File: src/rtl/arsl_pkg.sv
`default_nettype none
// ----------------------------------------------------------------------------
// arsl_pkg
// Shared widths, codes and control types of the accelerating rate slew limiter.
// ----------------------------------------------------------------------------
package arsl_pkg;

	localparam int RATE_W        = 18;
	localparam int RANGE_W       = 17;
	localparam int CFG_IDX_W     = 1;
	localparam int FRACTION_BITS = 16;
	localparam int MUL_W         = 25;
	localparam int PROD_W        = 2 * MUL_W;
	// divide by 80: shift by 4, then multiply by ceil(2^25 / 5)
	localparam int DIV_PRE     = 4;
	localparam int DIV_Y_W     = 22;
	localparam int RECIP_W     = 23;
	localparam int RECIP_SHIFT = 25;
	localparam int STEP_W      = 20;
	localparam logic [RECIP_W-1:0] RECIP       = 23'd6710887;
	localparam logic [RANGE_W-1:0] RANGE_RESET = 17'h10000;

	typedef enum logic [CFG_IDX_W-1:0] {
		CFG_RATE_RANGE = 1'b0,
		CFG_DIR_INV    = 1'b1
	} cfg_reg_t;

	typedef enum logic [2:0] {
		ST_IDLE,
		ST_SQR,
		ST_THR,
		ST_DIV,
		ST_MOVE,
		ST_RNG,
		ST_OUT
	} state_t;

	typedef enum logic [1:0] {
		MOP_SQR,
		MOP_THR,
		MOP_DIV,
		MOP_RNG
	} mul_op_t;

	typedef struct packed {
		logic    in_ready;
		logic    mul_en;
		mul_op_t mul_op;
		logic    ld_rate;
		logic    ld_out;
	} ctrl_t;

endpackage
`default_nettype wire

File: src/rtl/arsl_if.sv
`default_nettype none
// ----------------------------------------------------------------------------
// arsl_if
// Valid/ready channels carrying the target rate and the result transaction.
// ----------------------------------------------------------------------------
interface arsl_in_if;
	logic                                valid;
	logic                                ready;
	logic signed [arsl_pkg::RATE_W-1:0]  target_rate;

	modport source (output valid, output target_rate, input ready);
	modport sink   (input valid, input target_rate, output ready);
endinterface

interface arsl_out_if;
	logic                                valid;
	logic                                ready;
	logic signed [arsl_pkg::RATE_W-1:0]  rate_adjust;
	logic signed [arsl_pkg::RATE_W-1:0]  smoothed_rate;
	logic                                ramping;

	modport source (output valid, output rate_adjust, output smoothed_rate,
		output ramping, input ready);
	modport sink   (input valid, input rate_adjust, input smoothed_rate,
		input ramping, output ready);
endinterface
`default_nettype wire

File: src/rtl/arsl_mul.sv
`default_nettype none
// ----------------------------------------------------------------------------
// arsl_mul
// Shared signed multiplier with a registered product.
// ----------------------------------------------------------------------------
module arsl_mul (
	input  logic                                 clk,
	input  logic                                 en,
	input  logic signed [arsl_pkg::MUL_W-1:0]    a,
	input  logic signed [arsl_pkg::MUL_W-1:0]    b,
	output logic signed [arsl_pkg::PROD_W-1:0]   p_q
);

	always_ff @(posedge clk) begin
		if (en) begin
			p_q <= a * b;
		end
	end

endmodule
`default_nettype wire

File: src/rtl/arsl_ctrl.sv
`default_nettype none
// ----------------------------------------------------------------------------
// arsl_ctrl
// Sequencer stepping one transaction through the shared multiplier.
// ----------------------------------------------------------------------------
module arsl_ctrl (
	input  logic             clk,
	input  logic             arst_n,
	input  logic             in_valid,
	input  logic             ramp_now,
	input  logic             out_busy,
	output arsl_pkg::ctrl_t  ctrl
);

	arsl_pkg::state_t state_q;
	arsl_pkg::state_t state_d;

	always_ff @(posedge clk or negedge arst_n) begin
		if (!arst_n) begin
			state_q <= arsl_pkg::ST_IDLE;
		end else begin
			state_q <= state_d;
		end
	end

	always_comb begin
		state_d       = state_q;
		ctrl.in_ready = 1'b0;
		ctrl.mul_en   = 1'b0;
		ctrl.mul_op   = arsl_pkg::MOP_SQR;
		ctrl.ld_rate  = 1'b0;
		ctrl.ld_out   = 1'b0;
		case (state_q)
			arsl_pkg::ST_IDLE: begin
				ctrl.in_ready = 1'b1;
				if (in_valid) begin
					state_d = ramp_now ? arsl_pkg::ST_SQR : arsl_pkg::ST_MOVE;
				end
			end
			arsl_pkg::ST_SQR: begin
				ctrl.mul_en = 1'b1;
				ctrl.mul_op = arsl_pkg::MOP_SQR;
				state_d     = arsl_pkg::ST_THR;
			end
			arsl_pkg::ST_THR: begin
				ctrl.mul_en = 1'b1;
				ctrl.mul_op = arsl_pkg::MOP_THR;
				state_d     = arsl_pkg::ST_DIV;
			end
			arsl_pkg::ST_DIV: begin
				ctrl.mul_en = 1'b1;
				ctrl.mul_op = arsl_pkg::MOP_DIV;
				state_d     = arsl_pkg::ST_MOVE;
			end
			arsl_pkg::ST_MOVE: begin
				ctrl.ld_rate = 1'b1;
				state_d      = arsl_pkg::ST_RNG;
			end
			arsl_pkg::ST_RNG: begin
				ctrl.mul_en = 1'b1;
				ctrl.mul_op = arsl_pkg::MOP_RNG;
				state_d     = arsl_pkg::ST_OUT;
			end
			arsl_pkg::ST_OUT: begin
				if (!out_busy) begin
					ctrl.ld_out = 1'b1;
					state_d     = arsl_pkg::ST_IDLE;
				end
			end
			default: begin
				state_d = arsl_pkg::ST_IDLE;
			end
		endcase
	end

endmodule
`default_nettype wire

File: src/rtl/accelerating_rate_slew_limiter.sv
// A transaction steps through SQR, THR, DIV, MOVE, RNG and OUT when the rate slews,
// and through MOVE, RNG and OUT when it snaps; a new one is taken only back in IDLE.
// OUT waits while the last result is stalled. The one shared multiplier does square,
// threshold scale, divide by 80 and range scale in turn.
// Reset: smoothed rate and ramp count clear, range = full scale, not inverted.
`default_nettype none
// ----------------------------------------------------------------------------
// accelerating_rate_slew_limiter
// Slews a smoothed rate toward the target with a quadratically growing step,
// then scales it by the configured range, caps it and applies direction.
// ----------------------------------------------------------------------------
module accelerating_rate_slew_limiter #(
	parameter int RAMP_LIMIT    = 63
) (
	input  logic                                  clk,
	input  logic                                  arst_n,
	input  logic                                  cfg_we,
	input  logic [arsl_pkg::CFG_IDX_W-1:0]        cfg_index,
	input  logic [arsl_pkg::RANGE_W-1:0]          cfg_data,
	arsl_in_if.sink                               in_ch,
	arsl_out_if.source                            out_ch
);

	localparam int RW     = arsl_pkg::RATE_W;
	localparam int GW     = arsl_pkg::RATE_W + 1;
	localparam int MW     = arsl_pkg::MUL_W;
	localparam int PW     = arsl_pkg::PROD_W;
	localparam int NW     = $clog2(RAMP_LIMIT + 1);
	localparam int CNT_W  = NW + 1;
	localparam int SQ_W   = 2 * NW;
	localparam int Y_LO   = arsl_pkg::DIV_PRE;
	localparam int Y_HI   = arsl_pkg::DIV_PRE + arsl_pkg::DIV_Y_W;
	localparam int SW     = arsl_pkg::STEP_W;
	localparam longint ONE_Q  = longint'(1) << arsl_pkg::FRACTION_BITS;
	localparam longint THRESH = (15 * ONE_Q + 500) / 1000;
	localparam longint CAP    = (99 * ONE_Q + 50) / 100;
	localparam logic [GW-1:0]           THRESH_G = GW'(THRESH);
	localparam logic signed [MW-1:0]    THRESH_M = MW'(THRESH);
	localparam logic signed [PW-1:0]    CAP_P    = PW'(CAP);
	localparam logic signed [PW-1:0]    LOW_P    = -PW'(131071);
	localparam logic signed [CNT_W-1:0] LIM_P    = CNT_W'(RAMP_LIMIT);
	localparam logic signed [CNT_W-1:0] LIM_N    = -CNT_W'(RAMP_LIMIT);
	localparam logic signed [CNT_W-1:0] ONE_C    = CNT_W'(1);

	arsl_pkg::ctrl_t                ctrl;
	logic [arsl_pkg::RANGE_W-1:0]   range_q;
	logic                           dir_q;
	logic signed [RW-1:0]           cur_q;
	logic signed [CNT_W-1:0]        cnt_q;
	logic signed [CNT_W-1:0]        cnt_d;
	logic signed [RW-1:0]           target_q;
	logic [GW-1:0]                  mag_q;
	logic                           up_q;
	logic                           ramp_q;
	logic                           accept;
	logic signed [GW-1:0]           gap;
	logic [GW-1:0]                  mag;
	logic                           ramp_now;
	logic                           up_now;
	logic [CNT_W-1:0]               n_abs;
	logic [NW-1:0]                  n;
	logic [arsl_pkg::DIV_Y_W-1:0]   y;
	logic signed [MW-1:0]           mul_a;
	logic signed [MW-1:0]           mul_b;
	logic signed [PW-1:0]           p_q;
	logic [SW-1:0]                  step;
	logic signed [RW-1:0]           cur_d;
	logic signed [PW-1:0]           scaled;
	logic signed [PW-1:0]           capped;
	logic signed [PW-1:0]           adj;
	logic                           out_busy;
	logic                           out_valid_q;
	logic signed [RW-1:0]           rate_adjust_q;
	logic signed [RW-1:0]           smoothed_q;
	logic                           ramping_q;

	// configuration registers
	always_ff @(posedge clk or negedge arst_n) begin
		if (!arst_n) begin
			range_q <= arsl_pkg::RANGE_RESET;
			dir_q   <= 1'b0;
		end else if (cfg_we) begin
			case (arsl_pkg::cfg_reg_t'(cfg_index))
				arsl_pkg::CFG_RATE_RANGE: range_q <= cfg_data;
				arsl_pkg::CFG_DIR_INV:    dir_q   <= cfg_data[0];
				default: ;
			endcase
		end
	end

	assign accept   = ctrl.in_ready && in_ch.valid;
	assign gap      = {in_ch.target_rate[RW-1], in_ch.target_rate} - {cur_q[RW-1], cur_q};
	assign mag      = gap[GW-1] ? GW'(-gap) : GW'(gap);
	assign ramp_now = mag > THRESH_G;
	assign up_now   = !gap[GW-1];

	// ramp counter: clear when not ramping, restart on direction change, saturate at the limit
	always_comb begin
		cnt_d = '0;
		if (ramp_now) begin
			if (up_now) begin
				if (cnt_q > 0) begin
					cnt_d = (cnt_q == LIM_P) ? LIM_P : cnt_q + ONE_C;
				end else begin
					cnt_d = ONE_C;
				end
			end else begin
				if (cnt_q < 0) begin
					cnt_d = (cnt_q == LIM_N) ? LIM_N : cnt_q - ONE_C;
				end else begin
					cnt_d = -ONE_C;
				end
			end
		end
	end

	always_ff @(posedge clk) begin
		if (accept) begin
			target_q <= in_ch.target_rate;
			mag_q    <= mag;
			up_q     <= up_now;
			ramp_q   <= ramp_now;
		end
	end

	assign n_abs = cnt_q[CNT_W-1] ? CNT_W'(-cnt_q) : CNT_W'(cnt_q);
	assign n     = n_abs[NW-1:0];
	assign y     = (|p_q[PW-1:Y_HI]) ? '1 : p_q[Y_HI-1:Y_LO];

	always_comb begin
		case (ctrl.mul_op)
			arsl_pkg::MOP_SQR: begin
				mul_a = MW'(n);
				mul_b = MW'(n);
			end
			arsl_pkg::MOP_THR: begin
				mul_a = THRESH_M;
				mul_b = MW'(p_q[SQ_W-1:0]);
			end
			arsl_pkg::MOP_DIV: begin
				mul_a = MW'(y);
				mul_b = MW'(arsl_pkg::RECIP);
			end
			arsl_pkg::MOP_RNG: begin
				mul_a = MW'(cur_q);
				mul_b = MW'(range_q);
			end
			default: begin
				mul_a = '0;
				mul_b = '0;
			end
		endcase
	end

	arsl_mul u_mul (
		.clk (clk),
		.en  (ctrl.mul_en),
		.a   (mul_a),
		.b   (mul_b),
		.p_q (p_q)
	);

	// move toward the target without passing it
	assign step = p_q[arsl_pkg::RECIP_SHIFT+SW-1:arsl_pkg::RECIP_SHIFT];

	always_comb begin
		if (!ramp_q || (step >= SW'(mag_q))) begin
			cur_d = target_q;
		end else if (up_q) begin
			cur_d = cur_q + RW'(step);
		end else begin
			cur_d = cur_q - RW'(step);
		end
	end

	always_ff @(posedge clk or negedge arst_n) begin
		if (!arst_n) begin
			cur_q <= '0;
			cnt_q <= '0;
		end else begin
			if (accept) begin
				cnt_q <= cnt_d;
			end
			if (ctrl.ld_rate) begin
				cur_q <= cur_d;
			end
		end
	end

	assign scaled = p_q >>> arsl_pkg::FRACTION_BITS;

	always_comb begin
		if (scaled > CAP_P) begin
			capped = CAP_P;
		end else if (scaled < LOW_P) begin
			capped = LOW_P;
		end else begin
			capped = scaled;
		end
		adj = dir_q ? -capped : capped;
	end

	assign out_busy = out_valid_q && !out_ch.ready;

	arsl_ctrl u_ctrl (
		.clk      (clk),
		.arst_n   (arst_n),
		.in_valid (in_ch.valid),
		.ramp_now (ramp_now),
		.out_busy (out_busy),
		.ctrl     (ctrl)
	);

	always_ff @(posedge clk or negedge arst_n) begin
		if (!arst_n) begin
			out_valid_q <= 1'b0;
		end else if (ctrl.ld_out) begin
			out_valid_q <= 1'b1;
		end else if (out_ch.ready) begin
			out_valid_q <= 1'b0;
		end
	end

	always_ff @(posedge clk) begin
		if (ctrl.ld_out) begin
			rate_adjust_q <= adj[RW-1:0];
			smoothed_q    <= cur_q;
			ramping_q     <= ramp_q;
		end
	end

	assign in_ch.ready          = ctrl.in_ready;
	assign out_ch.valid         = out_valid_q;
	assign out_ch.rate_adjust   = rate_adjust_q;
	assign out_ch.smoothed_rate = smoothed_q;
	assign out_ch.ramping       = ramping_q;

endmodule
`default_nettype wire

File: src/flat_wrapper.sv
// flat-port wrapper written by rule: the top's interface ports become plain ports
module accelerating_rate_slew_limiter_flat 
#(
	parameter int RAMP_LIMIT    = 63
)
  (clk, arst_n, cfg_we, cfg_index, cfg_data, in_ch_valid, in_ch_target_rate, in_ch_ready, out_ch_valid, out_ch_rate_adjust, out_ch_smoothed_rate, out_ch_ramping, out_ch_ready);
  arsl_in_if in_ch_i ();
  arsl_out_if out_ch_i ();
  input  logic clk;
  input  logic arst_n;
  input  logic cfg_we;
  input  logic [arsl_pkg::CFG_IDX_W-1:0] cfg_index;
  input  logic [arsl_pkg::RANGE_W-1:0] cfg_data;
  input wire logic [$bits(in_ch_i.valid)-1:0] in_ch_valid;
  input wire logic [$bits(in_ch_i.target_rate)-1:0] in_ch_target_rate;
  output wire logic [$bits(in_ch_i.ready)-1:0] in_ch_ready;
  output wire logic [$bits(out_ch_i.valid)-1:0] out_ch_valid;
  output wire logic [$bits(out_ch_i.rate_adjust)-1:0] out_ch_rate_adjust;
  output wire logic [$bits(out_ch_i.smoothed_rate)-1:0] out_ch_smoothed_rate;
  output wire logic [$bits(out_ch_i.ramping)-1:0] out_ch_ramping;
  input wire logic [$bits(out_ch_i.ready)-1:0] out_ch_ready;
  assign in_ch_i.valid = in_ch_valid;
  assign in_ch_i.target_rate = in_ch_target_rate;
  assign in_ch_ready = in_ch_i.ready;
  assign out_ch_valid = out_ch_i.valid;
  assign out_ch_rate_adjust = out_ch_i.rate_adjust;
  assign out_ch_smoothed_rate = out_ch_i.smoothed_rate;
  assign out_ch_ramping = out_ch_i.ramping;
  assign out_ch_i.ready = out_ch_ready;
  accelerating_rate_slew_limiter #(.RAMP_LIMIT(RAMP_LIMIT)) u_core (.clk(clk), .arst_n(arst_n), .cfg_we(cfg_we), .cfg_index(cfg_index), .cfg_data(cfg_data), .in_ch(in_ch_i), .out_ch(out_ch_i));
endmodule
File: config.mk
export PLATFORM = sky130hd
export DESIGN_NAME = accelerating_rate_slew_limiter_flat
export DESIGN_NICKNAME = d
export VERILOG_FILES = /design/src/rtl/arsl_pkg.sv /design/src/rtl/arsl_if.sv /design/src/rtl/arsl_mul.sv /design/src/rtl/arsl_ctrl.sv /design/src/rtl/accelerating_rate_slew_limiter.sv /design/src/flat_wrapper.sv
export SDC_FILE = /design/constraint.sdc
export NUM_CORES = 2
export LEC_CHECK = 0
export ABC_AREA = 1
export BUFFER_PORTS_ARGS = -buffer_cell sky130_fd_sc_hd__buf_2
export CAP_MARGIN = 20
export CORE_ASPECT_RATIO = 0.7
export CORE_UTILIZATION = 30
export DETAILED_ROUTE_END_ITERATION = 7
export PLACE_DENSITY = 0.54
export RECOVER_POWER = 25
export SETUP_SLACK_MARGIN = 0.02
export SLEW_MARGIN = 20
export SYNTH_ARGS = -nofsm -noshare
export SYNTH_HDL_FRONTEND = slang
export SYNTH_SLANG_ARGS = --single-unit
File: constraint.sdc
create_clock -name clk -period 9 [get_ports clk]
set_input_delay 0.45 -clock clk [delete_from_list [all_inputs] [get_ports clk]]
set_output_delay 0.45 -clock clk [all_outputs]
set_load 0.01 [all_outputs]
# After elaboration in Yosys (flattened, before gate mapping)
# Cells that the tools add are included.
# totals
reg_bits	173
input_bits	41
output_inout_bits	39
word_cells	83
# classes
add_sub_neg	8
multipliers	1
magnitude_cmp	6
eq_ne	13
mux	27
bitwise	1
n_reduce_logical	13
# ops
operator	n
one-hot mux 25 bit (4 select lines)	2
2-to-1 mux 18 bit	5
multiplier 25 x 25 -> 50 bit	1
2-to-1 mux 7 bit	6
greater-than comparator 34 x 17 -> 1 bit, second input constant	1
less-than comparator 34 x 18 -> 1 bit, second input constant	1
OR reduction 24 bit	1
2-to-1 mux 22 bit	1
one-hot mux 3 bit (7 select lines)	1
>= comparator 20 x 19 -> 1 bit	1
greater-than comparator 19 x 10 -> 1 bit, second input constant	1
2-to-1 mux 19 bit	1
negation 19 bit	1
subtractor 18 x 18 -> 19 bit	1
adder 18 bit	1
negation 18 bit	1
subtractor 18 bit	1
equality test 7 bit, second input constant	2
one-hot mux 3 bit (4 select lines)	1
equality test 3 bit, second input constant	3
2-to-1 mux 3 bit	3
adder 7 x 2 -> 7 bit, second input constant	1
greater-than comparator 7 x 1 -> 1 bit, second input constant	1
less-than comparator 7 x 1 -> 1 bit, second input constant	1
other kinds (17)	30

# Longest topological paths before layout
# depth
depth_word	7
depth_mapped	41
mapped_depth_nobuf	41

# Hierarchy
# Synthesis repeated with hierarchy kept, for this count alone.
# hier_totals
hier_cells	4794
area_unflattened_um2	36581.3
# modules_own_cells
mod	n_inst	cells_per_inst	area_each_um2	seq_area_each_um2
arsl_mul	1	3459	26818.2	1501.4
accelerating_rate_slew_limiter	1	1300	9546.7	3384.5
arsl_ctrl	1	35	216.5	75.1

# Worst setup path before layout
# Ideal clock, no wire load.
# synth_timing
kind	register -> register
start	reg u_core.u_ctrl.state_q[1]
end	reg u_core.u_mul.p_q[49] (netlist name), data pin
setup_ns	0.266
t_arrival_ns	7.527
required_ns	8.734
setup_slack_ns	1.207
stages_incl_launch_ff	31
n_path_buf	1
path_cell_list	dfrtp_1 > inv_1 > nor2_2 > inv_1 > nor2_2 > inv_1 > clkbuf_1 > nand2_1 > a21oi_1 > nor2_1 > fa_1 > inv_1 > fa_1 > inv_1 > fa_1 > fa_1 > fa_1 > fa_1 > inv_1 > fa_1 > inv_1 > ha_1 > nand2_1 > nor2_1 > inv_1 > nor4_1 > nand4_1 > o211ai_1 > nand2_1 > o2111ai_1 > xor2_1
# synth_via
elab_chain_len	5
# synth_lines
element	line_no	text
start, declared	arsl_ctrl.sv:15	arsl_pkg::state_t state_q;
start signal, assigned	arsl_ctrl.sv:20	state_q <= arsl_pkg::ST_IDLE;
start signal, assigned	arsl_ctrl.sv:22	state_q <= state_d;
equality test 3 bit (tied with other cells)	arsl_ctrl.sv:33	case (state_q)
one-hot mux 3 bit (4 select lines) (*)	arsl_ctrl.sv:33	
equality test 2 bit (tied with other cells)	accelerating_rate_slew_limiter.sv:131	case (ctrl.mul_op)
one-hot mux 25 bit (4 select lines)	accelerating_rate_slew_limiter.sv:131	
multiplier 25 x 25 -> 50 bit (*)	arsl_mul.sv:16	p_q <= a * b;
end signal, assigned	arsl_mul.sv:16	
end, declared	arsl_mul.sv:11	output logic signed [arsl_pkg::PROD_W-1:0] p_q
# Every way passes the cells marked *; elsewhere a longest branch is shown, timed or not. The select of a mux whose other input is x is not followed.
# A chain may end at the register's enable or synchronous reset.

# Worst setup path in the final report
# layout_timing
start	reg u_core.u_ctrl.state_q[1]
end	reg u_core.u_mul.p_q[35] (netlist name), data pin
# The elaborated chain is that of the path after synthesis.

==> impl_metrics.csv <==
group,metric,value,unit
run_status,status,"complete, but fails checks",
run_status,violations,"max-capacitance violations, max-slew violations",
routing,wl_per_cell,19.2,um
layout,register_area,4960,um2
sta,fmax,0.115,GHz
layout,fillers,10423,
global_routing,overflow,0,
global_routing,grtUsageTotal,0.198,
routing,drc,0,
setup_path,cp-startpoint,"u_core.u_ctrl.state_q[1]",
setup_path,rrSetupSlack,300,ps
sta,hold_ws,188,ps
min_path,hp-start,"out_ch_ready",
sta,rsz0062_at_grt,"true",
setup_path,crit_path_max_fanout,7,
sta,slew_headroom,-1.10,
layout,syn2layout_area_growth,13.5,%
setup_path,crit_type,"flip-flop to flip-flop",
layout,multi_input_area,21000,um2
sta,worst_slew_pin_slew,3140,ps
yosys,netlist_instances,3604,
routing,drt-pass1-iter-count,7,
routing,vias_per_cell,4.73,
setup_path,worstReg2RegStart,"u_core.u_ctrl.state_q[1]",
routing,wirelength,99.0,mm
yosys,yosys.area.top_type,"fa_1",
place,port_buffers,79,
yosys,yosys_warnings,0,
setup_path,rr_endpoint,"u_core.u_mul.p_q[35]",
sta,setup_slack,298,ps
min_path,hold_end,"u_core.out_ch.valid",
sta,fin_crit,8700,ps
layout,nNetsFinal,4600,
global_routing,use_met1,0.324,
yosys,netlist_area,29800,um2
floorplanning,die_y,266,um
setup_path,cpPeakStageDelay,680,ps
global_routing,grtUsageMet3,0.0494,
yosys,ys.flop_type,"edfxtp_1",
floorplanning,initial_utilization,0.304,
yosys,yosysUniqueCellTypes,54,
layout,final_util,0.345,
job,maxCapViolations,1,
cts,cts-htree-levels,4,
setup_path,end_kind,"flip-flop",
setup_path,worst_path_most_repeated_cell,"inv_1",
place,globalplace.congestion,0.997,
min_path,whs_path_depth,2,
layout,antenna_cells,0,
place,place_ws,-379,ps
sta,setup_tns,0,ps
routing,vias,24440,
setup_path,cp.arrival,8940,ps
yosys,post-synth-top-area-fraction,0.343,
floorplanning,io_pins,80,
floorplanning,placementRows,96,
sta,hold_viol_final,0,
cts,cts_tree,"built",
yosys,ys_async_sr_fraction,0.272,
cts,clock_sinks,173,
global_routing,grt_pass1_wl,150,mm
global_routing,grt_use_met2,0.262,
cts,cts_buffers,17,
yosys,netlist_top_cells_area,"fa_1 34%, edfxtp_1 13%, inv_1 13%, ha_1 9.2%, nand2_1 7.4%",
setup_path,worstPathRequired,9240,ps
routing,drt_iter0_markers,2599,
min_path,worstHoldPathType,"input pin to flip-flop",
floorplanning,fp.dieW,379,um
yosys,synth_edf_count,126,
floorplanning,core_area,98300,um2
global_routing,antenna_found_initial,0,
global_routing,grt_pass1_vias,23965,
place,hpwl,86.6,mm
cts,path_clk_slew,70,ps
setup_path,startpoint_type,"flip-flop",
layout,drive_above_1_share,0.100,
cts,insertion_delay,460,ps
yosys,synth.ff_latch_count,173,
floorplanning,die_area,101000,um2
cts,hold_buffers,0,
sta,fin_crit_sh,0.967,
global_routing,grt-busiest-layer,"met1",
setup_path,rr_worst_depth,34,
sta,setup_viol,0,
setup_path,critical_path.slowest_cell,"a21oi_1",
yosys,seq_area_frac_synth,0.166,
routing,drtAntennaViolNets,0,
cts,cts_buffer_depth,2,
sta,slew_viol_final,48,
global_routing,grt_max_degree,51,
cts,ctsRootBufferMaster,"clkbuf_16",
sta,finClkSkew,14.4,ps
yosys,post_synth.cell_area_avg,8.28,um2
==> critical path: cells and delay by family (launching register included) <==
family	cells	cell delay (ps)
and+or+nand+nor	8	1190
xor gates and xnor gates	1	320
AOI/OAI and AO/OA	4	1180
buffers and inverters	13	1410
adders and majority gates	8	3950
DFF	1	440
==> per-stage QoR <==
step | cell area, um2 | cells
final | 33900 | 5164
after global routing | 33900 | 5164
after CTS | 33500 | 5135
after detailed placement | 32800 | 5097
after global placement | 32800 | 5097
after floorplan | 29900 | 3607
==> cells by family (layout without fill, tap and decap cells) <==
logic type,after synthesis,after routing,share of synthesized area
AOI/OAI and AO/OA,370,370,0.0710
adders and majority gates,731,731,0.435
other,2,5,0.000252
xor gates and xnor gates,96,96,0.0282
DFF,173,173,0.166
and+or+nand+nor,1141,1141,0.157
buffers and inverters,1077,1311,0.137
muxes,14,14,0.00528
==> per-layer routing <==
metal	wire [um]	vias to the layer above
met2	37700	994
met1	50500	12112
met5	0	-
li1	-	11282
met3	9920	52
met4	901	0
==> final cells by class <==
cell class / instances / area share
inverters: 1024 / 0.114
clock inverters: 15 / 0.00480
multi-input cells: 2357 / 0.621
repair buffers: 255 / 0.0524
well taps: 1323 / 0.0488
flip-flops and latches: 173 / 0.146
clock buffers: 17 / 0.0126
==> placed cells by master, fill, tap and decap left out, types with 11 or more instances in the layout <==
| cell | instances |
|---|---|
| a21oi_1 | 120 |
| nor2_2 | 18 |
| clkbuf_1 | 20 |
| nor3_1 | 26 |
| o21ai_0 | 116 |
| fa_1 | 509 |
| mux2_2 | 14 |
| nor2_1 | 332 |
| dfrtp_1 | 46 |
| xnor2_1 | 32 |
| edfxtp_1 | 126 |
| nand2_1 | 587 |
| a21oi_2 | 13 |
| clkbuf_16 | 17 |
| buf_4 | 168 |
| xor2_1 | 63 |
| nand2_2 | 16 |
| buf_2 | 60 |
| o21a_1 | 11 |
| a31oi_1 | 19 |
| o21ai_1 | 12 |
| nand3_1 | 98 |
| o211ai_1 | 26 |
| inv_1 | 998 |
| ha_1 | 220 |
| nand4_1 | 29 |
==> state kept, by name, indices dropped and copies added (netlist names) <==
signal	flops
u_core.cur_q	18
u_core.range_q	17
u_core.target_q	18
u_core.cnt_q	7
u_core.mag_q	19
u_core.out_ch.valid	1
u_core.u_mul.p_q	50
u_core.up_q	1
u_core.out_ch.ramping	1
u_core.out_ch.rate_adjust	18
u_core.u_ctrl.state_q	3
u_core.ramp_q	1
u_core.dir_q	1
u_core.out_ch.smoothed_rate	18
==> cell usage after synthesis (14+ instances only) <==
cell type,count
ha_1,220
o211ai_1,26
nand4_1,29
xor2_1,63
nand2_2,14
clkbuf_1,37
edfxtp_1,126
inv_1,1006
xnor2_1,33
fa_1,511
nand2_1,589
nor2_1,343
nand3_1,99
dfrtp_1,46
nor3_1,27
o21ai_0,120
mux2_2,14
a21oi_1,135
a31oi_1,19
==> worst max path at each step <==
stage                           end  slack [ps]  cells after the start
4_1_cts        u_core.u_mul.p_q[47]         -10                     34
3_5_place_dp   u_core.u_mul.p_q[47]        -380                     35
2_1_floorplan  u_core.u_mul.p_q[49]        1210                     30
5_1_grt        u_core.u_mul.p_q[49]        -130                     32
6_report       u_core.u_mul.p_q[35]         300                     34
3_3_place_gp   u_core.u_mul.p_q[47]        -250                     35
==> what timing repair did <==
| action | in CTS | in global routing |
|---|---|---|
| gates cloned | 0 | 0 |
| buffers inserted | 6 | 28 |
| pin swaps | 0 | 6 |
| gates resized for setup | 11 | 51 |
| setup endpoints to repair | 15 | 26 |
Power is left out: the tool's default activity adds up to more than one toggle a clock period on the data nets, which glitch-free logic cannot reach.
